**src/hw/rtl/qty_pkg.sv**
```systemverilog
`timescale 1ns / 1ps
// ----------------------------------------------------------------------------
// qty_pkg
// Shared types, widths and the CORDIC arctangent table for the
// quaternion-to-yaw pipeline.
// ----------------------------------------------------------------------------
package qty_pkg;

  localparam int QW          = 16;  // quaternion component width
  localparam int PW          = 32;  // position width
  localparam int YW          = 16;  // yaw output width
  localparam int NW          = 30;  // normalized CORDIC input width
  localparam int NORM_MSB    = 29;  // leading one lands here after normalizing
  localparam int CW          = 34;  // CORDIC x/y datapath width
  localparam int ZW          = 32;  // angle accumulator width (deg * 2^22)
  localparam int ATAN_LEN    = 24;
  localparam int YAW_MAX     = 23040;
  localparam int ROUND_SHIFT = 15;

  typedef logic signed [QW-1:0] quat_t;
  typedef logic signed [PW-1:0] pos_t;
  typedef logic signed [CW-1:0] cval_t;
  typedef logic signed [ZW-1:0] ang_t;
  typedef logic signed [YW-1:0] yaw_t;

  typedef struct packed {
    pos_t x;
    pos_t y;
  } side_t;

  typedef struct packed {
    logic t3_neg;
    logic t4_neg;
    logic zero;
  } flags_t;

  localparam ang_t Z_180  = 32'sd754974720;  // 180 degrees
  localparam ang_t Z_HALF = 32'sd16384;      // half of one 1/128 degree step

  // atan(2^-i) in degrees * 2^22
  localparam ang_t ATAN_TAB [ATAN_LEN] = '{
    32'sd188743680, 32'sd111421900, 32'sd58872272, 32'sd29884485,
    32'sd15000234,  32'sd7507429,   32'sd3754631,  32'sd1877430,
    32'sd938729,    32'sd469366,    32'sd234683,   32'sd117342,
    32'sd58671,     32'sd29335,     32'sd14668,    32'sd7334,
    32'sd3667,      32'sd1833,      32'sd917,      32'sd458,
    32'sd229,       32'sd115,       32'sd57,       32'sd29
  };

  // Signed width that holds t3 and t4 for a given fraction count
  function automatic int t_width(input int frac);
    int w;
    w = 2 * frac + 2;
    return (w > 35) ? w : 35;
  endfunction

endpackage

```
**src/hw/rtl/qty_terms.sv**
```systemverilog
`timescale 1ns / 1ps
// ----------------------------------------------------------------------------
// qty_terms
// Two stages: the four quaternion products, then t3 = 2(wz+xy) and
// t4 = 1 - 2(y^2+z^2) at full width.
// ----------------------------------------------------------------------------
module qty_terms #(
  parameter int QUAT_FRAC_BITS = 15,
  parameter int TW             = 35
) (
  input  logic                 clk,
  input  logic                 rst_n,
  input  logic                 in_valid,
  output logic                 in_ready,
  input  qty_pkg::quat_t       in_qx,
  input  qty_pkg::quat_t       in_qy,
  input  qty_pkg::quat_t       in_qz,
  input  qty_pkg::quat_t       in_qw,
  input  qty_pkg::side_t       in_side,
  output logic                 out_valid,
  input  logic                 out_ready,
  output logic signed [TW-1:0] out_t3,
  output logic signed [TW-1:0] out_t4,
  output qty_pkg::side_t       out_side
);
  import qty_pkg::*;

  localparam int MUL_W = 2 * QW;
  localparam logic signed [TW-1:0] ONE = {{(TW-1){1'b0}}, 1'b1} << (2 * QUAT_FRAC_BITS);

  logic                    p_v_r;
  logic                    p_ready;
  logic signed [MUL_W-1:0] p_wz_r, p_xy_r, p_yy_r, p_zz_r;
  side_t                   p_side_r;

  logic                    t_v_r;
  logic                    t_ready;
  logic signed [TW-1:0]    t3_r, t4_r, t3_nxt, t4_nxt;
  side_t                   t_side_r;
  logic signed [MUL_W:0]   sum_a, sum_b;

  assign t_ready  = !t_v_r || out_ready;
  assign p_ready  = !p_v_r || t_ready;
  assign in_ready = p_ready;

  // stage 1: products
  always_ff @(posedge clk) begin
    if (!rst_n) begin
      p_v_r <= 1'b0;
    end else if (p_ready) begin
      p_v_r <= in_valid;
    end
  end

  always_ff @(posedge clk) begin
    if (p_ready && in_valid) begin
      p_wz_r   <= in_qw * in_qz;
      p_xy_r   <= in_qx * in_qy;
      p_yy_r   <= in_qy * in_qy;
      p_zz_r   <= in_qz * in_qz;
      p_side_r <= in_side;
    end
  end

  // stage 2: sums, doubled by a left shift
  always_comb begin
    sum_a  = {p_wz_r[MUL_W-1], p_wz_r} + {p_xy_r[MUL_W-1], p_xy_r};
    sum_b  = {p_yy_r[MUL_W-1], p_yy_r} + {p_zz_r[MUL_W-1], p_zz_r};
    t3_nxt = {{(TW-MUL_W-2){sum_a[MUL_W]}}, sum_a, 1'b0};
    t4_nxt = ONE - {{(TW-MUL_W-2){1'b0}}, sum_b, 1'b0};
  end

  always_ff @(posedge clk) begin
    if (!rst_n) begin
      t_v_r <= 1'b0;
    end else if (t_ready) begin
      t_v_r <= p_v_r;
    end
  end

  always_ff @(posedge clk) begin
    if (t_ready && p_v_r) begin
      t3_r     <= t3_nxt;
      t4_r     <= t4_nxt;
      t_side_r <= p_side_r;
    end
  end

  assign out_valid = t_v_r;
  assign out_t3    = t3_r;
  assign out_t4    = t4_r;
  assign out_side  = t_side_r;

endmodule

```
**config.mk**
```make
export PLATFORM = sky130hd
export DESIGN_NAME = qty_terms
export DESIGN_NICKNAME = d
export VERILOG_FILES = /design/src/hw/rtl/qty_pkg.sv /design/src/hw/rtl/qty_terms.sv
export SDC_FILE = /design/constraint.sdc
export NUM_CORES = 2
export LEC_CHECK = 0
export BUFFER_PORTS_ARGS = -buffer_cell sky130_fd_sc_hd__buf_2
export CAP_MARGIN = 20
export CORE_UTILIZATION = 32
export DETAILED_ROUTE_END_ITERATION = 7
export PLACE_DENSITY = 0.59
export SYNTH_ARGS = -nofsm -noshare
export SYNTH_HDL_FRONTEND = slang
export SYNTH_SLANG_ARGS = --single-unit
```
**constraint.sdc**
```tcl
create_clock -name clk -period 14.1 [get_ports clk]
set_input_delay 0.705 -clock clk [delete_from_list [all_inputs] [get_ports clk]]
set_output_delay 0.705 -clock clk [all_outputs]
set_load 0.005 [all_outputs]
```
# == Word-level counts from Yosys, hierarchy flattened ==
# Cells that the tools add are included.
# word_totals
ff_bits,326
latchBits,0
ramBits,0
rom_bits,0
inputBits,132
mem_count,0
# classes
addsub,3
multipliers,4
n_div,0
n_lt_le_gt_ge,0
n_eq_ne,0
shift,0
n_mux,0
n_bitwise,0
n_reduce_logical,6
# ops
operator,n
$mul A16 B16 Y32,4
$add A32 B32 Y33,2
$sub A31 B34 Y35 const A,1
$logic_and A1 B1 Y1,2
$logic_not A1 Y1,2
$logic_or A1 B1 Y1,2

# == Longest topological paths before layout ==
# logic_depth
word_depth,4
ltp_mapped,27
ltp_nobuf,25

# == Least setup slack after synthesis ==
# OpenSTA, ideal clock, no wires.
# synth_timing
path_kind,input -> register
startpoint,input port out_ready
endpoint,"register t_side_r, in the netlist out_side[0] (enable)"
setup_time_ns,0.639
t_arrival_ns,6.576
required_ns,13.461
setup_slack_ns,6.885
stages,2
cell_sequence,nor2b_1 > nor2b_1
# synth_via
elab_chain_len,2
# synth_rtl
item,line,source
start: declaration,qty_terms.sv:21,"input logic out_ready,"
$logic_or A1 B1 Y1,qty_terms.sv:42,assign t_ready = !t_v_r || out_ready;
$logic_and A1 B1 Y1,qty_terms.sv:82,if (t_ready && p_v_r) begin
end signal: assignment,qty_terms.sv:85,t_side_r <= p_side_r;
end: declaration,qty_terms.sv:39,side_t t_side_r;
# No other way between the ends.
# A chain may end at the register's enable or synchronous reset.

# == Final worst setup path ==
# layout_timing
startpoint,input port in_qz[1]
endpoint,register p_wz_r[31] (data pin)
# layout_via
elab_chain_len,1
# layout_rtl
item,line,source
start: declaration,qty_terms.sv:17,"input qty_pkg::quat_t in_qz,"
$mul A16 B16 Y32,qty_terms.sv:57,p_wz_r <= in_qw * in_qz;
end signal: assignment,qty_terms.sv:57,
end: declaration,qty_terms.sv:33,"logic signed [MUL_W-1:0] p_wz_r, p_xy_r, p_yy_r, p_zz_r;"
# No other way between the ends.

==> metrics.cfg <==
[cts]
clock_latency_ps = 570
hold_buffers = 0
cts_setup_buffers = 0
cts_buffer_depth = 3
cts-root-buf = clkbuf_16
cts_num_sinks = 323
htreeDepth = 2
cts_buffers = 36
clk_pin_slew_worst_paths_ps = 60
cts_tree = done
cts-resized-gates = 0

[place]
gp_congestion = 0.8684
post-place-ws_ps = 6325
dp_cells = 7256
detailed_place_hpwl_um = 99460
io_buffer_count = 265

[cells_and_area]
layout-drive-gt1-share_pct = 7.090
fin_nets = 6760
syn2layout_area_growth_pct = 8.641
layoutNonFillerInstCount = 7322

[yosys]
yosysMostFrequentCell = inv_1
synth-seq-cells = 323
ys_warn_count = 0
netlist.area_leader.share_pct = 38.70
synth_cell_types = 83
synth_edf_count = 321
yosysTopAreaCell = fa_1
ys_async_sr_fraction_pct = 0
synthAdderAreaFrac_pct = 48.79
seq_area_frac_synth_pct = 18.86
synth-xor-area-share_pct = 3.909
synthCells = 5077
synthSimpleGateAreaFrac_pct = 11.55
synth_top_family_by_area = adder cells
synth_ff_type = edfxtp_1
synth_compound_area_share_pct = 6.369
synth_area_leaders = fa_1 39%, edfxtp_1 19%, ha_1 10%, inv_1 9.1%, and2_1 3.9%
synthTopCellsByCount = 1243 x inv_1, 992 x fa_1, 461 x nand2_1, 414 x ha_1, 322 x and2_1
synthesis.area_um2 = 51320
syn_avg_cell_area_um2 = 10.11
synth_mux_area_share_pct = 0.1219

[routing]
avgViaCountPerCell = 4.627
drcViolationCount = 0
first_iter_violations = 1821
drt_wl_total_um = 121800
ant_nets = 0
dr.pass1.iters = 6
routedWlPerCell_um = 16.63
vias = 33876

[sta]
fmax_ghz = 0.1390
slew_violations = 0
rsz0062_at_grt = false
tns_ps = 0
setup_ws_ps = 6904
period_needed_ps = 7196
finClkSkew_ps = 30.25
hold_violations = 0
setup_violations = 0
relSlewSlack_pct = 38.84
hold_ws_ps = 312.3
worstMarginPinSlew_ps = 917.3
fin_crit_sh_pct = 51.04

[floorplanning]
die_area_um2 = 162000
fp.dieW_um = 402.5
core_area_um2 = 158700
start_util_pct = 32.33
rows = 146
io_pins = 268
die_y_um = 402.5

[status]
status = finished, final reports clean

[global_routing]
grt_pass1_wl_um = 199800
antenna_found_initial = 18
globalRouteTotalUtil_pct = 15.43
grt_overflow_total = 0
grt_max_degree = 73
grt_pass1_vias = 36944

[worst_hold_path]
hold_path_class = primary input to flip-flop

[critical_path]
cp_max_fo = 36
cp.arrival_ps = 7500
critPathRequiredTime_ps = 14400
cp-end-kind = flip-flop
criticalPathCategory = primary input to flip-flop
worstSetupStartpointType = primary input

[job]
drv_cap = 0

-- logic make-up (layout without fill, tap and decap cells) --
kind of cell | count (synthesis) | in the layout
DFF | 323 | 323
and+or+nand+nor | 1208 | 1208
other | 1 | 5
buffers and inverters | 1413 | 1582
AOI/OAI and AO/OA | 491 | 491
adders and majority gates | 1406 | 1406
muxes | 6 | 6
xor gates and xnor gates | 229 | 229
-- per-stage QoR --
step	util, %	cell area [µm²]
5_1_grt	35.12	55740
3_5_place_dp	34.43	54650
4_1_cts	35.11	55740
6_report	35.12	55750
3_3_place_gp	34.43	54650
2_1_floorplan	-	51320
-- cells in the final DEF (no fill, tap or decap), drive strengths merged, types with 8 or more instances in the layout --
| cell type | instances |
|---|---|
| inv | 1249 |
| fa | 992 |
| nand2 | 461 |
| ha | 414 |
| and2 | 322 |
| edfxtp | 321 |
| buf | 273 |
| nor2 | 185 |
| xnor2 | 179 |
| a21oi | 153 |
| a21o | 92 |
| o21ai | 63 |
| xor2 | 50 |
| nor3 | 43 |
| clkbuf | 43 |
| nand3 | 42 |
| nand2b | 34 |
| o21a | 24 |
| nor2b | 20 |
| and3 | 19 |
| o21bai | 19 |
| a31oi | 17 |
| o211ai | 17 |
| clkinv | 16 |
| or2 | 14 |
| nand4 | 13 |
| a31o | 13 |
| a211oi | 13 |
| or3 | 12 |
| a211o | 9 |
| nand3b | 9 |
| o2111ai | 8 |
| nor4 | 8 |
-- flip-flops by register name (all words and copies together), names as in the netlist --
| signal | flops |
|---|---|
| out_side | 64 |
| out_t3 | 33 |
| out_t4 | 34 |
| out_valid | 1 |
| p_side_r | 64 |
| p_v_r | 1 |
| p_wz_r | 32 |
| p_xy_r | 32 |
| p_yy_r | 31 |
| p_zz_r | 31 |
-- final cells by class --
type / count / area, µm²
clock buffer: 43 / 947.2
inverter: 1246 / 4677
antenna: 3 / 7.507
sequential: 323 / 9679
clock inverter: 20 / 142.6
tap: 2072 / 2592
fill: 15883 / 103000
timing repair buffer: 273 / 1386
multi-input combinational: 3342 / 36320
-- worst max-delay path, cell delays in order --
cell	delay [ps]
buf_2	530
nand2_1	210
inv_1	170
fa_1	550
fa_1	820
fa_1	510
fa_1	590
fa_1	450
fa_1	450
ha_1	380
a21oi_1	310
nand2_1	150
a21o_1	230
o211a_1	140
or3_1	370
nor3_1	190
o211ai_1	200
a31o_2	280
a21oi_1	170
xnor2_1	100
-- final timing paths --
path,slack (ps),cells past startpoint,to,start
worst max-delay path,6900,20,p_wz_r[31]$_DFFE_PP_,in_qz[1]
worst min-delay path,310,1,p_side_r[49]$_DFFE_PP_,in_side[49]
worst max register to register,9620,11,out_t4[33]$_DFFE_PP_,p_yy_r[9]$_DFFE_PP_
worst min register to register,410,0,out_side[6]$_DFFE_PP_,p_side_r[6]$_DFFE_PP_
-- layer usage --
metal	track usage [%]	vias to the layer above	part of all wire (%)
li1	-	15828	-
met1	20.17	17067	44
met2	26.67	812	49
met3	2.558	155	5.6
met4	3.415	14	2.2
met5	0	-	0.069
Power is not shown: default switching activity piles up to over one toggle a cycle in this logic, so the estimate is an artifact.
