`src/hw/rtl/qty_pkg.sv`:
```
`timescale 1ns / 1ps
// ----------------------------------------------------------------------------
// qty_pkg
// Shared types, widths and the CORDIC arctangent table for the
// quaternion-to-yaw pipeline.
// ----------------------------------------------------------------------------
package qty_pkg;

  localparam int QW          = 16;  // quaternion component width
  localparam int PW          = 32;  // position width
  localparam int YW          = 16;  // yaw output width
  localparam int NW          = 30;  // normalized CORDIC input width
  localparam int NORM_MSB    = 29;  // leading one lands here after normalizing
  localparam int CW          = 34;  // CORDIC x/y datapath width
  localparam int ZW          = 32;  // angle accumulator width (deg * 2^22)
  localparam int ATAN_LEN    = 24;
  localparam int YAW_MAX     = 23040;
  localparam int ROUND_SHIFT = 15;

  typedef logic signed [QW-1:0] quat_t;
  typedef logic signed [PW-1:0] pos_t;
  typedef logic signed [CW-1:0] cval_t;
  typedef logic signed [ZW-1:0] ang_t;
  typedef logic signed [YW-1:0] yaw_t;

  typedef struct packed {
    pos_t x;
    pos_t y;
  } side_t;

  typedef struct packed {
    logic t3_neg;
    logic t4_neg;
    logic zero;
  } flags_t;

  localparam ang_t Z_180  = 32'sd754974720;  // 180 degrees
  localparam ang_t Z_HALF = 32'sd16384;      // half of one 1/128 degree step

  // atan(2^-i) in degrees * 2^22
  localparam ang_t ATAN_TAB [ATAN_LEN] = '{
    32'sd188743680, 32'sd111421900, 32'sd58872272, 32'sd29884485,
    32'sd15000234,  32'sd7507429,   32'sd3754631,  32'sd1877430,
    32'sd938729,    32'sd469366,    32'sd234683,   32'sd117342,
    32'sd58671,     32'sd29335,     32'sd14668,    32'sd7334,
    32'sd3667,      32'sd1833,      32'sd917,      32'sd458,
    32'sd229,       32'sd115,       32'sd57,       32'sd29
  };

  // Signed width that holds t3 and t4 for a given fraction count
  function automatic int t_width(input int frac);
    int w;
    w = 2 * frac + 2;
    return (w > 35) ? w : 35;
  endfunction

endpackage

```
`src/hw/rtl/qty_yaw.sv`:
```
`timescale 1ns / 1ps
// ----------------------------------------------------------------------------
// qty_yaw
// Two stages: quadrant fold and clamp, then rounding to 1/128 degree,
// saturation and sign. The second stage is the block's output register.
// ----------------------------------------------------------------------------
module qty_yaw (
  input  logic            clk,
  input  logic            rst_n,
  input  logic            in_valid,
  output logic            in_ready,
  input  qty_pkg::ang_t   in_z,
  input  qty_pkg::flags_t in_flags,
  input  qty_pkg::side_t  in_side,
  output logic            out_valid,
  input  logic            out_ready,
  output qty_pkg::yaw_t   out_yaw,
  output qty_pkg::side_t  out_side
);
  import qty_pkg::*;

  logic          m_v_r, m_ready;
  ang_t          m_r, m_raw, m_nxt;
  flags_t        m_flags_r;
  side_t         m_side_r;

  logic          o_v_r, o_ready;
  yaw_t          yaw_r, yaw_nxt;
  side_t         o_side_r;
  ang_t          rnd;
  logic [YW-1:0] mag;

  assign o_ready  = !o_v_r || out_ready;
  assign m_ready  = !m_v_r || o_ready;
  assign in_ready = m_ready;

  always_comb begin
    m_raw = in_flags.t4_neg ? (Z_180 - in_z) : in_z;
    if (m_raw < 0) begin
      m_nxt = '0;
    end else if (m_raw > Z_180) begin
      m_nxt = Z_180;
    end else begin
      m_nxt = m_raw;
    end
  end

  always_ff @(posedge clk) begin
    if (!rst_n) begin
      m_v_r <= 1'b0;
    end else if (m_ready) begin
      m_v_r <= in_valid;
    end
  end

  always_ff @(posedge clk) begin
    if (m_ready && in_valid) begin
      m_r       <= m_nxt;
      m_flags_r <= in_flags;
      m_side_r  <= in_side;
    end
  end

  // m is non-negative here, so the arithmetic shift rounds half away from zero
  always_comb begin
    rnd = (m_r + Z_HALF) >>> ROUND_SHIFT;
    if (rnd > ang_t'(YAW_MAX)) begin
      mag = YW'(YAW_MAX);
    end else begin
      mag = rnd[YW-1:0];
    end
    if (m_flags_r.zero) begin
      yaw_nxt = '0;
    end else if (m_flags_r.t3_neg) begin
      yaw_nxt = -mag;
    end else begin
      yaw_nxt = mag;
    end
  end

  always_ff @(posedge clk) begin
    if (!rst_n) begin
      o_v_r <= 1'b0;
    end else if (o_ready) begin
      o_v_r <= m_v_r;
    end
  end

  always_ff @(posedge clk) begin
    if (o_ready && m_v_r) begin
      yaw_r    <= yaw_nxt;
      o_side_r <= m_side_r;
    end
  end

  assign out_valid = o_v_r;
  assign out_yaw   = yaw_r;
  assign out_side  = o_side_r;

endmodule
```
`config.mk`:
```
export PLATFORM = sky130hd
export DESIGN_NAME = qty_yaw
export DESIGN_NICKNAME = d
export VERILOG_FILES = /design/src/hw/rtl/qty_pkg.sv /design/src/hw/rtl/qty_yaw.sv
export SDC_FILE = /design/constraint.sdc
export NUM_CORES = 1
export LEC_CHECK = 0
export BUFFER_PORTS_ARGS = -buffer_cell sky130_fd_sc_hd__buf_2
export CAP_MARGIN = 10
export CORE_AREA = 2 2 135 137
export CTS_CLUSTER_SIZE = 8
export DETAILED_ROUTE_END_ITERATION = 7
export DIE_AREA = 0 0 137 139
export GPL_TIMING_DRIVEN = 0
export PLACE_DENSITY = 0.76
export SLEW_MARGIN = 20
export SYNTH_ARGS = -nofsm -noshare
export SYNTH_HDL_FRONTEND = slang
export SYNTH_SLANG_ARGS = --single-unit
```
`constraint.sdc`:
```
create_clock -name clk -period 8.9 [get_ports clk]
set_input_delay 0.89 -clock clk [delete_from_list [all_inputs] [get_ports clk]]
set_output_delay 0.89 -clock clk [all_outputs]
set_load 0.05 [all_outputs]
```
== Word level (Yosys, flattened, before mapping) ==
Cells that the tools add are included.

* Register bits after elaboration: 180
* Logic and storage cells: 28
* Output and inout port bits: 82

* Magnitude comparators: 3
* Multiplexer cells: 4
* $add $sub $neg: 3
* Reduce and logical (&&, ||, !) cells: 7

{| class="wikitable"
|+ Operators by type and width
! operator !! count
|-
| 32-bit by 16-bit adder with 32-bit output, second input constant || 1
|-
| 32-bit by 31-bit > comparator with 1-bit output, second input constant || 1
|-
| 32-bit by 1-bit < comparator with 1-bit output, second input constant || 1
|-
| 16-bit 2-to-1 mux || 2
|-
| 32-bit 2-to-1 mux || 1
|-
| 31-bit by 32-bit subtractor with 32-bit output, first input constant || 1
|-
| 30-bit 2-to-1 mux || 1
|-
| 17-bit by 16-bit > comparator with 1-bit output, second input constant || 1
|-
| 16-bit negation || 1
|-
| 1-bit logical AND || 2
|-
| 1-bit zero test || 2
|-
| 1-bit logical OR || 2
|-
| 2-bit OR reduction || 1
|}

== Depth between registers and ports, before layout ==
* Depth after elaboration: 5
* Mapped depth: 18

== Least setup slack after synthesis ==
Ideal clock, no wire load.

* Path kind: in2reg
* Start point: in out_ready
* End point: reg o_side_r, in the netlist out_side[0], enable pin
* Setup time: 0.529 ns
* Stages: 2
* Path slack: 3.853 ns
* Arrival time: 4.519 ns
* Path through: nor2b_1 > nor2b_1

* Longest elaborated chain between the ends: 2

{| class="wikitable"
|+ RTL lines
! item !! RTL line !! RTL
|-
| start, declared || qty_yaw.sv:16 || <nowiki>input logic out_ready,</nowiki>
|-
| 1-bit logical OR || qty_yaw.sv:33 || <nowiki>assign o_ready = !o_v_r || out_ready;</nowiki>
|-
| 1-bit logical AND || qty_yaw.sv:90 || <nowiki>if (o_ready && m_v_r) begin</nowiki>
|-
| end signal, assigned || qty_yaw.sv:92 || <nowiki>o_side_r <= m_side_r;</nowiki>
|-
| end, declared || qty_yaw.sv:29 || <nowiki>side_t o_side_r;</nowiki>
|}

No other way between the ends.
A chain may end at the register's enable or synchronous reset.

== Final worst setup path ==
* Start point: reg m_r[14]
* End point: reg yaw_r[12] (netlist: out_yaw[12]), data pin

* Longest elaborated chain between the ends: 5

{| class="wikitable"
|+ RTL lines
! item !! RTL line !! RTL
|-
| start, declared || qty_yaw.sv:23 || <nowiki>ang_t m_r, m_raw, m_nxt;</nowiki>
|-
| start signal, assigned || qty_yaw.sv:58 || <nowiki>m_r <= m_nxt;</nowiki>
|-
| 32-bit by 16-bit adder with 32-bit output * || qty_yaw.sv:66 || <nowiki>rnd = (m_r + Z_HALF) >>> ROUND_SHIFT;</nowiki>
|-
| 17-bit by 16-bit > comparator with 1-bit output || qty_yaw.sv:67 || <nowiki>if (rnd > ang_t'(YAW_MAX)) begin</nowiki>
|-
| 16-bit 2-to-1 mux * || qty_yaw.sv:67 ||
|-
| 16-bit negation || qty_yaw.sv:75 || <nowiki>yaw_nxt = -mag;</nowiki>
|-
| 16-bit 2-to-1 mux * || qty_yaw.sv:74 || <nowiki>end else if (m_flags_r.t3_neg) begin</nowiki>
|-
| end signal, assigned || qty_yaw.sv:91 || <nowiki>yaw_r <= yaw_nxt;</nowiki>
|-
| end, declared || qty_yaw.sv:28 || <nowiki>yaw_t yaw_r, yaw_nxt;</nowiki>
|}

Every way passes the cells marked *; elsewhere a longest branch is shown, timed or not.

==> flow_summary_export.csv <==
group,metric,value,unit
status,status,"finished, final reports clean",
power,clock_power_share,38.3,%
power,power.leakage,3.476,nW
cts,numCtsBuffers,17,
yosys,ys_seq_area_share,63.95,%
timing,layout_worst_path_cycle_share,56.34,%
placement,io_buffers,177,
placement,gp_congestion,0.9360,
yosys,synth_flop_cell,"edfxtp_1",
yosys,synth_top_area_cell,"edfxtp_1",
placement,dp.cells,989,
global_route,grt_usage,17.95,%
die,pin_count,185,
die,start_util,43.97,%
setup_path,end_kind,"register",
cts,cts_setup_buffers,0,
setup_path,critPathRequiredTime,9120,ps
cts,cts_resized,0,
cts,clock_latency,410,ps
detailed_routing,drc_errors,0,
power,max-vdd-ir-drop,0.1404,mV
finish,multi_input_area,2645,um2
setup_path,crit_type,"reg -> reg",
global_route,grt_pass1_wl,27.28,mm
timing,tightest_slew,755.6,ps
setup_path,startpoint_type,"register",
timing,worst_slack,3886,ps
yosys,synth.ff_latch_count,166,
finish,final_cells,1020,
cts,path_clk_slew,60,ps
yosys,synthTopCellsByCount,"164 x edfxtp_1, 37 x nand2_1, 31 x nor2_1",
cts,clockBufferDepth,2,
yosys,ys_types,83,
finish,layout-drive-gt1-share,33.38,%
timing,clock.fmax,0.1994,GHz
yosys,synth_edf_count,164,
yosys,synth_area_leaders,"edfxtp_1 63%, xnor2_1 2.8%, nand2_1 1.8%, xor2_1 1.6%, nor2_1 1.5%",
power,comb_power_share,13.0,%
setup_path,reg2reg_depth,18,
die,die_x,137,um
global_route,overflow,0,
detailed_routing,vias_per_cell,5.500,
die,die_area,19040,um2
cts,cts_hold_buf,0,
min_path,hold_path_depth,0,
power,power_density,198.4,nW/um2
die,coreArea,17660,um2
timing,slew_viol_final,0,
finish,diodes,0,
setup_path,cp_max_fo,10,
timing,rsz0062_at_grt,"no",
min_path,hold_path.class,"reg -> reg",
run,maxCapViolCount,0,
timing,hold_ws,417.1,ps
finish,final_nets,885,
placement,dp_worst_setup_slack,4049,ps
timing,fin_crit,5014,ps
yosys,synthArstFlopShare,0,%
die,fp.dieH,139,um
global_route,antenna_found_initial,0,
finish,area_growth,23.75,%
power,internal-power,0.001431,W
finish,fillers,1485,
global_route,grt_max_degree,45,
die,row_count,49,
timing,setup_violations,0,
yosys,syn-instance-count,579,
cts,cts.sinks,166,
detailed_routing,drt_pre_antenna_iters,4,
yosys,yosysWarnings,0,
setup_path,critPathArrivalTime,5240,ps
cts,clockRootBuffer,"clkbuf_16",
timing,tns,0,ps
timing,fin_worst_skew,7.784,ps
detailed_routing,drtIter0Drc,445,
detailed_routing,num_vias,5610,
power,power_switching,0.0004753,W
timing,slew_headroom,49.41,%
yosys,avgSynthCellArea,13.41,um2
detailed_routing,drt-total-wl,17.07,mm
yosys,syn-cell-area,7764,um2
placement,place_hpwl,12.50,mm
timing,timing.final.hold_violations,0,
detailed_routing,detail-route-antenna-nets,0,
yosys,yosysTopAreaCellShare,63.43,%
finish,regArea,4965,um2
power,p_sw_share,24.94,%
finish,postLayoutCellArea,9608,um2
power,seqPwrFrac,48.7,%
detailed_routing,wire_per_inst,16.73,um
yosys,post-synth-top-count-cell,"edfxtp_1",
cts,cts_tree,"yes",
placement,dpl_cell_area,9010,um2
global_route,grt_pass1_vias,5540,
cts,htree_levels,4,
power groups by stage:
| stage | clock, W | combinational, W | sequential, W |
|---|---|---|---|
| finish | 0.000730 | 0.000248 | 0.000929 |
| global route | 0.000777 | 0.000268 | 0.000933 |
| CTS | 0.000745 | 0.000247 | 0.000929 |
| detailed placement | 0 | 0.000245 | 0.000946 |
| global placement | 0 | 0.000236 | 0.000947 |
| floorplan | 0 | 0.000106 | 0.00101 |
sequential cells by signal (all words and copies together) (netlist names):
| signal | flops |
|---|---|
| m_side_r | 64 |
| out_side | 64 |
| m_r | 18 |
| out_yaw | 16 |
| m_flags_r | 2 |
| m_v_r | 1 |
| out_valid | 1 |
through the flow:
stage	power [W]	util, %
finish	0.001906	54.41
global route	0.001978	54.41
CTS	0.001921	54.41
detailed placement	0.001191	51.03
global placement	0.001183	50.63
floorplan	0.001113	-
critical path: stages (launching register included):
cell      delay [ps]
edfxtp_1         520
ha_1             290
clkbuf_1         250
nor2_1           150
a21oi_1           50
o31ai_1          450
o211ai_1         340
or4_1            550
buf_2            200
nand2_1          130
nand2_1           70
ha_1             260
nor4bb_1         170
mux2_2           290
o22ai_1          290
o21bai_1         300
nor3_1           130
mux2i_1          140
o32ai_1          250
cells in the final DEF, fill, tap and decap left out, types with 15 or more instances in the layout:
master and instances:
nand3_1 21, clkbuf_1 17, nor2_1 31, clkbuf_16 17, a21oi_1 21, edfxtp_1 164, nand2_1 37, xnor2_1 25
nand4_1 15, buf_2 182, nor3_1 16
per-layer routing:
layer	share of wire (%)	wire length, um	vias to the layer above	track usage, %
li1	-	-	2687	-
met1	41	6968	2642	22.32
met2	49	8305	246	29.90
met3	8.5	1451	35	4.496
met4	2.0	344	0	6.999
met5	0	0	-	0
cell type report:
| class | instances | area share [%] |
|---|---|---|
| sequential | 166 | 51.67 |
| multi-input combinational | 377 | 27.53 |
| timing repair buffer | 180 | 9.845 |
| clock buffer | 17 | 4.428 |
| tap | 229 | 2.982 |
| clock inverter | 14 | 1.797 |
| buffer | 27 | 1.354 |
| inverter | 10 | 0.3907 |
final timing paths:
kind                          from                        end  slack, ps
min reg2reg  m_side_r[6]$_DFFE_PP_      out_side[6]$_DFFE_PP_        420
max reg2reg  m_r[14]$_SDFFCE_PP0P_  out_yaw[12]$_SDFFCE_PP0P_       3890
min          m_side_r[6]$_DFFE_PP_      out_side[6]$_DFFE_PP_        420
max          m_r[14]$_SDFFCE_PP0P_  out_yaw[12]$_SDFFCE_PP0P_       3890
logic make-up after synthesis:
| logic type | share of synthesized area, % |
|---|---|
| buf+inv | 2.160 |
| xor+xnor | 4.400 |
| other cells | 0.04830 |
| compound gates | 11.70 |
| mux | 1.386 |
| fa+ha+maj | 0.4835 |
| flops | 63.95 |
| simple gates | 15.87 |
No activity file was read; power rests on OpenSTA's default activity.
