### config.mk
export PLATFORM = sky130hd
export DESIGN_NAME = qty_norm
export DESIGN_NICKNAME = d
export VERILOG_FILES = /design/src/hw/rtl/qty_pkg.sv /design/src/hw/rtl/qty_norm.sv
export SDC_FILE = /design/constraint.sdc
export NUM_CORES = 1
export LEC_CHECK = 0
export ABC_AREA = 1
export BUFFER_PORTS_ARGS = -buffer_cell sky130_fd_sc_hd__buf_2
export CAP_MARGIN = 20
export CORE_MARGIN = 10
export CORE_UTILIZATION = 61
export CTS_CLUSTER_SIZE = 8
export DETAILED_ROUTE_END_ITERATION = 6
export PLACE_DENSITY = 0.84
export SYNTH_ARGS = -nofsm -noshare
export SYNTH_HDL_FRONTEND = slang
export SYNTH_SLANG_ARGS = --single-unit
### constraint.sdc
create_clock -name clk -period 15 [get_ports clk]
set_input_delay 1.5 -clock clk [delete_from_list [all_inputs] [get_ports clk]]
set_output_delay 1.5 -clock clk [all_outputs]
set_load 0.03 [all_outputs]
### src/hw/rtl/qty_pkg.sv
`timescale 1ns / 1ps
// ----------------------------------------------------------------------------
// qty_pkg
// Shared types, widths and the CORDIC arctangent table for the
// quaternion-to-yaw pipeline.
// ----------------------------------------------------------------------------
package qty_pkg;

  localparam int QW          = 16;  // quaternion component width
  localparam int PW          = 32;  // position width
  localparam int YW          = 16;  // yaw output width
  localparam int NW          = 30;  // normalized CORDIC input width
  localparam int NORM_MSB    = 29;  // leading one lands here after normalizing
  localparam int CW          = 34;  // CORDIC x/y datapath width
  localparam int ZW          = 32;  // angle accumulator width (deg * 2^22)
  localparam int ATAN_LEN    = 24;
  localparam int YAW_MAX     = 23040;
  localparam int ROUND_SHIFT = 15;

  typedef logic signed [QW-1:0] quat_t;
  typedef logic signed [PW-1:0] pos_t;
  typedef logic signed [CW-1:0] cval_t;
  typedef logic signed [ZW-1:0] ang_t;
  typedef logic signed [YW-1:0] yaw_t;

  typedef struct packed {
    pos_t x;
    pos_t y;
  } side_t;

  typedef struct packed {
    logic t3_neg;
    logic t4_neg;
    logic zero;
  } flags_t;

  localparam ang_t Z_180  = 32'sd754974720;  // 180 degrees
  localparam ang_t Z_HALF = 32'sd16384;      // half of one 1/128 degree step

  // atan(2^-i) in degrees * 2^22
  localparam ang_t ATAN_TAB [ATAN_LEN] = '{
    32'sd188743680, 32'sd111421900, 32'sd58872272, 32'sd29884485,
    32'sd15000234,  32'sd7507429,   32'sd3754631,  32'sd1877430,
    32'sd938729,    32'sd469366,    32'sd234683,   32'sd117342,
    32'sd58671,     32'sd29335,     32'sd14668,    32'sd7334,
    32'sd3667,      32'sd1833,      32'sd917,      32'sd458,
    32'sd229,       32'sd115,       32'sd57,       32'sd29
  };

  // Signed width that holds t3 and t4 for a given fraction count
  function automatic int t_width(input int frac);
    int w;
    w = 2 * frac + 2;
    return (w > 35) ? w : 35;
  endfunction

endpackage

### src/hw/rtl/qty_norm.sv
`timescale 1ns / 1ps
// ----------------------------------------------------------------------------
// qty_norm
// Three stages: magnitudes and sign flags, leading-one search, then a common
// shift that puts the larger magnitude in [2^29, 2^30).
// ----------------------------------------------------------------------------
module qty_norm #(
  parameter int TW = 35
) (
  input  logic                   clk,
  input  logic                   rst_n,
  input  logic                   in_valid,
  output logic                   in_ready,
  input  logic signed [TW-1:0]   in_t3,
  input  logic signed [TW-1:0]   in_t4,
  input  qty_pkg::side_t         in_side,
  output logic                   out_valid,
  input  logic                   out_ready,
  output logic [qty_pkg::NW-1:0] out_x,
  output logic [qty_pkg::NW-1:0] out_y,
  output qty_pkg::flags_t        out_flags,
  output qty_pkg::side_t         out_side
);
  import qty_pkg::*;

  localparam int MW = TW - 1;
  localparam int LW = $clog2(MW);
  localparam logic [LW-1:0] TARGET = LW'(NORM_MSB);

  // stage A
  logic          a_v_r, a_ready;
  logic [MW-1:0] ax_r, ay_r, ax_nxt, ay_nxt;
  flags_t        a_flags_r, a_flags_nxt;
  side_t         a_side_r;

  // stage B
  logic          b_v_r, b_ready;
  logic [MW-1:0] bx_r, by_r, b_or;
  logic [LW-1:0] lead_r, lead_nxt;
  flags_t        b_flags_r;
  side_t         b_side_r;

  // stage C
  logic          c_v_r, c_ready;
  logic [NW-1:0] cx_r, cy_r, cx_nxt, cy_nxt;
  flags_t        c_flags_r;
  side_t         c_side_r;

  assign c_ready  = !c_v_r || out_ready;
  assign b_ready  = !b_v_r || c_ready;
  assign a_ready  = !a_v_r || b_ready;
  assign in_ready = a_ready;

  always_comb begin
    ax_nxt             = in_t4[TW-1] ? MW'(-in_t4) : MW'(in_t4);
    ay_nxt             = in_t3[TW-1] ? MW'(-in_t3) : MW'(in_t3);
    a_flags_nxt.t3_neg = in_t3[TW-1];
    a_flags_nxt.t4_neg = in_t4[TW-1];
    a_flags_nxt.zero   = (in_t3 == '0) && (in_t4 == '0);
  end

  always_ff @(posedge clk) begin
    if (!rst_n) begin
      a_v_r <= 1'b0;
    end else if (a_ready) begin
      a_v_r <= in_valid;
    end
  end

  always_ff @(posedge clk) begin
    if (a_ready && in_valid) begin
      ax_r      <= ax_nxt;
      ay_r      <= ay_nxt;
      a_flags_r <= a_flags_nxt;
      a_side_r  <= in_side;
    end
  end

  // the top bit of (ax | ay) is the top bit of the larger one
  assign b_or = ax_r | ay_r;

  always_comb begin
    lead_nxt = '0;
    for (int k = 0; k < MW; k++) begin
      if (b_or[k]) lead_nxt = LW'(k);
    end
  end

  always_ff @(posedge clk) begin
    if (!rst_n) begin
      b_v_r <= 1'b0;
    end else if (b_ready) begin
      b_v_r <= a_v_r;
    end
  end

  always_ff @(posedge clk) begin
    if (b_ready && a_v_r) begin
      bx_r      <= ax_r;
      by_r      <= ay_r;
      lead_r    <= lead_nxt;
      b_flags_r <= a_flags_r;
      b_side_r  <= a_side_r;
    end
  end

  // right shifts truncate, left shifts are exact
  always_comb begin
    if (lead_r >= TARGET) begin
      cx_nxt = NW'(bx_r >> (lead_r - TARGET));
      cy_nxt = NW'(by_r >> (lead_r - TARGET));
    end else begin
      cx_nxt = bx_r[NW-1:0] << (TARGET - lead_r);
      cy_nxt = by_r[NW-1:0] << (TARGET - lead_r);
    end
  end

  always_ff @(posedge clk) begin
    if (!rst_n) begin
      c_v_r <= 1'b0;
    end else if (c_ready) begin
      c_v_r <= b_v_r;
    end
  end

  always_ff @(posedge clk) begin
    if (c_ready && b_v_r) begin
      cx_r      <= cx_nxt;
      cy_r      <= cy_nxt;
      c_flags_r <= b_flags_r;
      c_side_r  <= b_side_r;
    end
  end

  assign out_valid = c_v_r;
  assign out_x     = cx_r;
  assign out_y     = cy_r;
  assign out_flags = c_flags_r;
  assign out_side  = c_side_r;

endmodule

Yosys cells after proc, flatten, opt, wreduce, memory -nomap -nowiden
Index checks and enable logic that the tools add are counted.
{ "classes": {"add_sub_neg": 4, "n_lt_le_gt_ge": 1, "n_shift": 4, "muxes": 36, "bitwise_logic": 1, "reduce_logical": 13} }
{ "op_table": {"columns": ["operator", "count"], "rows": [
  ["$mux 6", 30],
  ["$logic_not 35->1", 2],
  ["$mux 34", 2],
  ["$neg 34->34", 2],
  ["$shr 34x6->30", 2],
  ["$mux 30", 2],
  ["$shl 30x6->30", 2],
  ["$or 34x34->34", 1],
  ["$ge 6x5->1 const B", 1],
  ["$sub 5x6->6 const A", 1],
  ["$sub 6x5->6 const B", 1],
  ["$logic_and 1x1->1", 4],
  ["$logic_not 1->1", 3],
  ["$logic_or 1x1->1", 3],
  ["$mux 1", 2],
  ["$reduce_or 2->1", 1]
]} }
{ "totals": {"reg_bits": 406, "in_bits": 138, "output_inout_bits": 129, "wordCells": 85} }

Depth between registers and ports, before layout
{ "depth": {"depth_word": 33, "mapped_depth": 34, "mapped_depth_nobuf": 34} }

Least setup slack after synthesis
Ideal clock, no wire load.
{ "synth_path": {"path_kind": "input-to-reg", "from": "input port out_ready", "to": "register c_flags_r (netlist bit out_flags[0]) (enable)", "setup_time_ns": 0.655, "t_arrival_ns": 7.622, "t_required_ns": 14.345, "path_slack_ns": 6.723, "path_stages": 2, "path_buffers": 0, "cell_sequence": "inv_1 -> a21oi_1"} }
{ "synth_between": {"elab_chain_cells": 2} }
{ "synth_lines": {"columns": ["item", "line_no", "source"], "rows": [
  ["start, declared", "qty_norm.sv:18", "input logic out_ready,"],
  ["$logic_or 1x1->1", "qty_norm.sv:49", "assign c_ready = !c_v_r || out_ready;"],
  ["$logic_and 1x1->1", "qty_norm.sv:127", "if (c_ready && b_v_r) begin"],
  ["end signal, assigned", "qty_norm.sv:130", "c_flags_r <= b_flags_r;"],
  ["end, declared", "qty_norm.sv:46", "flags_t c_flags_r;"]
]} }
Every way passes these cells.
A chain may end at the register's enable or synchronous reset.

Worst setup path after layout
{ "layout_path": {"from": "register lead_r[1]", "to": "register cy_r[18] (netlist: out_y[18]), data pin"} }
{ "layout_between": {"elab_chain_cells": 3, "word_cells_on_any_way": 6, "cone_classes": "add/sub: 2; order compare: 1; shift: 2; mux: 1"} }
{ "layout_lines": {"columns": ["item", "line_no", "source"], "rows": [
  ["start, declared", "qty_norm.sv:39", "logic [LW-1:0] lead_r, lead_nxt;"],
  ["start signal, assigned", "qty_norm.sv:101", "lead_r <= lead_nxt;"],
  ["$sub 6x5->6 or $sub 5x6->6 (tied branches)", "qty_norm.sv:111, qty_norm.sv:114", null],
  ["$shr 34x6->30 or $shl 30x6->30 (tied branches)", "qty_norm.sv:111, qty_norm.sv:114", null],
  ["$mux 30 *", "qty_norm.sv:109", "if (lead_r >= TARGET) begin"],
  ["named net cy_nxt[18]", "qty_norm.sv:45", "logic [NW-1:0] cx_r, cy_r, cx_nxt, cy_nxt;"],
  ["end signal, assigned", "qty_norm.sv:129", "cy_r <= cy_nxt;"],
  ["end, declared", "qty_norm.sv:45", null]
]} }
The timed path passes the listed nets; every way through them passes the cells marked *.

==> results.tsv <==
metric	value	unit
Tmin final	5.27	ns
Synth Area in Adders	0.435	%
reg-to-reg critical path startpoint	lead_r[1]	
r2r setup slk	9.73	ns
measured slew at the worst slew-check pin	0.996	ns
die height	202	um
xor and xnor area share after synthesis	3.00	%
Die X	202	um
Clk pwr share	40.1	%
Boundary Pins	267	
Post-Synthesis Cells	2066	
largest net degree at the start of global routing	98	
async set-or-reset flop fraction in the synthesized netlist	0	%
crit-path max FO	77	
drt wl/cell	24.9	um
LEAKAGE	9.10	nW
grt ovf	0	
Seq pwr share	47.7	%
hpwl dp	47.8	mm
Rel. slew slack	32.9	%
TritonCTS Buffers	56	
Switching Share	26.0	%
path depth of the worst reg2reg path	14	
post-route setup slack	9.73	ns
post-synthesis sequential area ratio	60.4	%
syn avg cell area	9.74	um2
Worst Setup SP	lead_r[1]	
Post-CTS Resized	0	
post-synthesis mux area share	0.995	%
Crit path top cell by count	buf_4	
Cell Chain, Critical Path	buf_4 > clkinv_1 > buf_4 > ha_1 > nor2_1 > inv_1 > nand2_2 > buf_4 > clkinv_1 > buf_4 > o21ai_0 > mux2i_1 > a22oi_1 > o21ai_0	
Cell variety after synth	50	
core area	32500	um2
1st-iter DRT viols	2662	
Synth Area in Compound Gates	13.0	%
combinational share of power	12.2	%
CP endpoint kind	register	
Net Sw Power	736	uW
Detailed Routing Iterations Pass 1	7	
Worst Path Required	15.31	ns
Area Growth Syn to Fin	16.0	%
vias in the first global route	16500	
dominant synthesized flop cell	edfxtp_1	
final setup vio count	0	
final WL	68.8	mm
setup TNS	0	ns
clock sinks	406	
maximum VDD drop	0.114	mV
worst stage delay on the critical path	0.75	ns
Max Slew Vio Count	0	
fraction of layout instances using a drive strength above 1	17.0	%
CP Launch Type	register	
H-tree Lvls	2	
crit path kind	register to register	
type of the most critical hold path	register to register	
# port buffers	266	
Clock Latency Late Sink	0.61	ns
hold_buf cts	0	
Critical Path End	out_y[18]	
initial antenna violation count	6	
total track usage	32.9	%
unrepaired setup endpoints after global routing	false	
detailed-route via count	17300	
Util after Layout	71.7	%
Reg clk slew, reported paths	0.05	ns
Final Hold Viols	0	
wire length of the first global-routing pass	103	mm
Routed Antenna Nets	0	
Synth Area in Simple Gates	17.7	%
most common cell after layout, fill and taps aside	nand2_1	
# rows	66	
Post-CTS Setup Bufs	0	
CTS root buf	clkbuf_16	
syn_nets	2211	
yosys warns	0	
vias per inst	6.26	
status	completed	
f_max	190	MHz
most frequent cells in the layout	464 x nand2_1, 403 x edfxtp_1, 296 x nor2_1, 279 x o21ai_0, 266 x buf_2	
Critical Path AT	5.58	ns
Post-synth EDFFs	403	
#FFs+latches synth	406	
CTS tree	built	
synthesized area	20100	um2
Placer Congestion	1.05	
fin crit share	35.2	%
max_cap viols	0	
CTS max path bufs	3	
Setup WS pre-CTS	9.94	ns
pwr/cell area	121	nW/um2
DRC	0	
P_int	2.09	mW
Net count, final	2444	
Layout Skew	0.0380	ns
initial core utilization	61.8	%
DIE AREA	40600	um2
Slowest-stage cell, CP	clkinv_1	
largest family of logic cells by synthesized area	simple AND/OR/NAND/NOR gates	
FF-to-FF End	out_y[18]	
-- how the worst min path moves through the flow --
stage                 startpoint            to  slack [ns]  depth (start not counted)
floorplan           a_flags_r[0]  b_flags_r[0]        0.40                          0
global placement    b_side_r[43]  out_side[43]        0.40                          0
CTS                  a_side_r[3]   b_side_r[3]        0.41                          0
finish              a_side_r[60]  b_side_r[60]        0.41                          0
global route        a_side_r[55]  b_side_r[55]        0.42                          0
detailed placement  a_side_r[48]  b_side_r[48]        0.40                          0
-- registers in the layout, summed over array words and instances (netlist names), 6 cells and up --
signal	flops
a_side_r	64
out_x	30
ax_r	34
by_r	34
lead_r	6
bx_r	34
out_y	30
b_side_r	64
ay_r	34
out_side	64
-- area by class of cell --
cell class	count	area [um2]
antenna	5	12.5
inverter	125	477
timing repair buffer	285	1470
sequential	406	12200
clock inverter	2	50.0
tap	442	553
multi-input combinational	1425	7130
fill	2344	9200
clock buffer	72	1480
-- worst max-delay path: cells and delay by family (launching register included) --
| kind | cells | cell delay [ns] |
|---|---|---|
| buffers and inverters | 7 | 3.25 |
| AO/OA/AOI/OAI | 3 | 0.72 |
| flip-flops | 1 | 0.32 |
| adder cells (fa/ha/maj) | 1 | 0.22 |
| multiplexers | 1 | 0.20 |
| AND/OR/NAND/NOR | 2 | 0.19 |
-- synth_stat cells (all sizes together), types with 11 or more instances --
master  number  share of area (%)
clkbuf      79                1.5
nand2      470                8.9
mux2i       20               0.99
buf         31               0.64
o221ai      27                1.2
o211ai      26               0.97
a31oi       14               0.44
nand3       53                1.3
nor3        25               0.80
xor2        39                1.7
o21ai      287                7.1
xnor2       29                1.3
a21oi       50                1.3
o22ai       11               0.34
nor2       300                5.6
inv        121                2.3
edfxtp     403                 60
-- routing by layer --
| layer | GRT usage [%] | vias to the layer above | routed length (um) |
|---|---|---|---|
| met2 | 54.2 | 1359 | 33000 |
| met4 | 11.2 | 2 | 2180 |
| li1 | - | 7629 | - |
| met3 | 7.98 | 154 | 7840 |
| met5 | 0 | - | 11 |
| met1 | 41.8 | 8155 | 25700 |
-- power by group through the flow --
stage	Clock, mW	Sequential (mW)	Combinational [mW]
2_1_floorplan	0	1.38	0.184
3_3_place_gp	0	1.37	0.318
3_5_place_dp	0	1.37	0.324
4_1_cts	1.14	1.35	0.333
5_1_grt	1.18	1.35	0.368
6_report	1.13	1.35	0.344
-- cell families after synthesis --
group / after synthesis
multiplexers: 20
AND/OR/NAND/NOR: 874
AO/OA/AOI/OAI: 456
buffers and inverters: 235
XOR/XNOR: 68
adder cells (fa/ha/maj): 7
flip-flops: 406
-- through the flow --
stage,hold slack [ns],instances,cell area (um2),total power [mW]
after CTS,0.412,2757,23300,2.82
after global placement,0.401,2683,21800,1.68
final,0.410,2762,23300,2.83
after detailed placement,0.405,2683,21800,1.69
after global routing,0.419,2761,23300,2.91
after floorplan,0.400,2066,20100,1.57
Note: power is estimated with default switching activity, not from simulation.
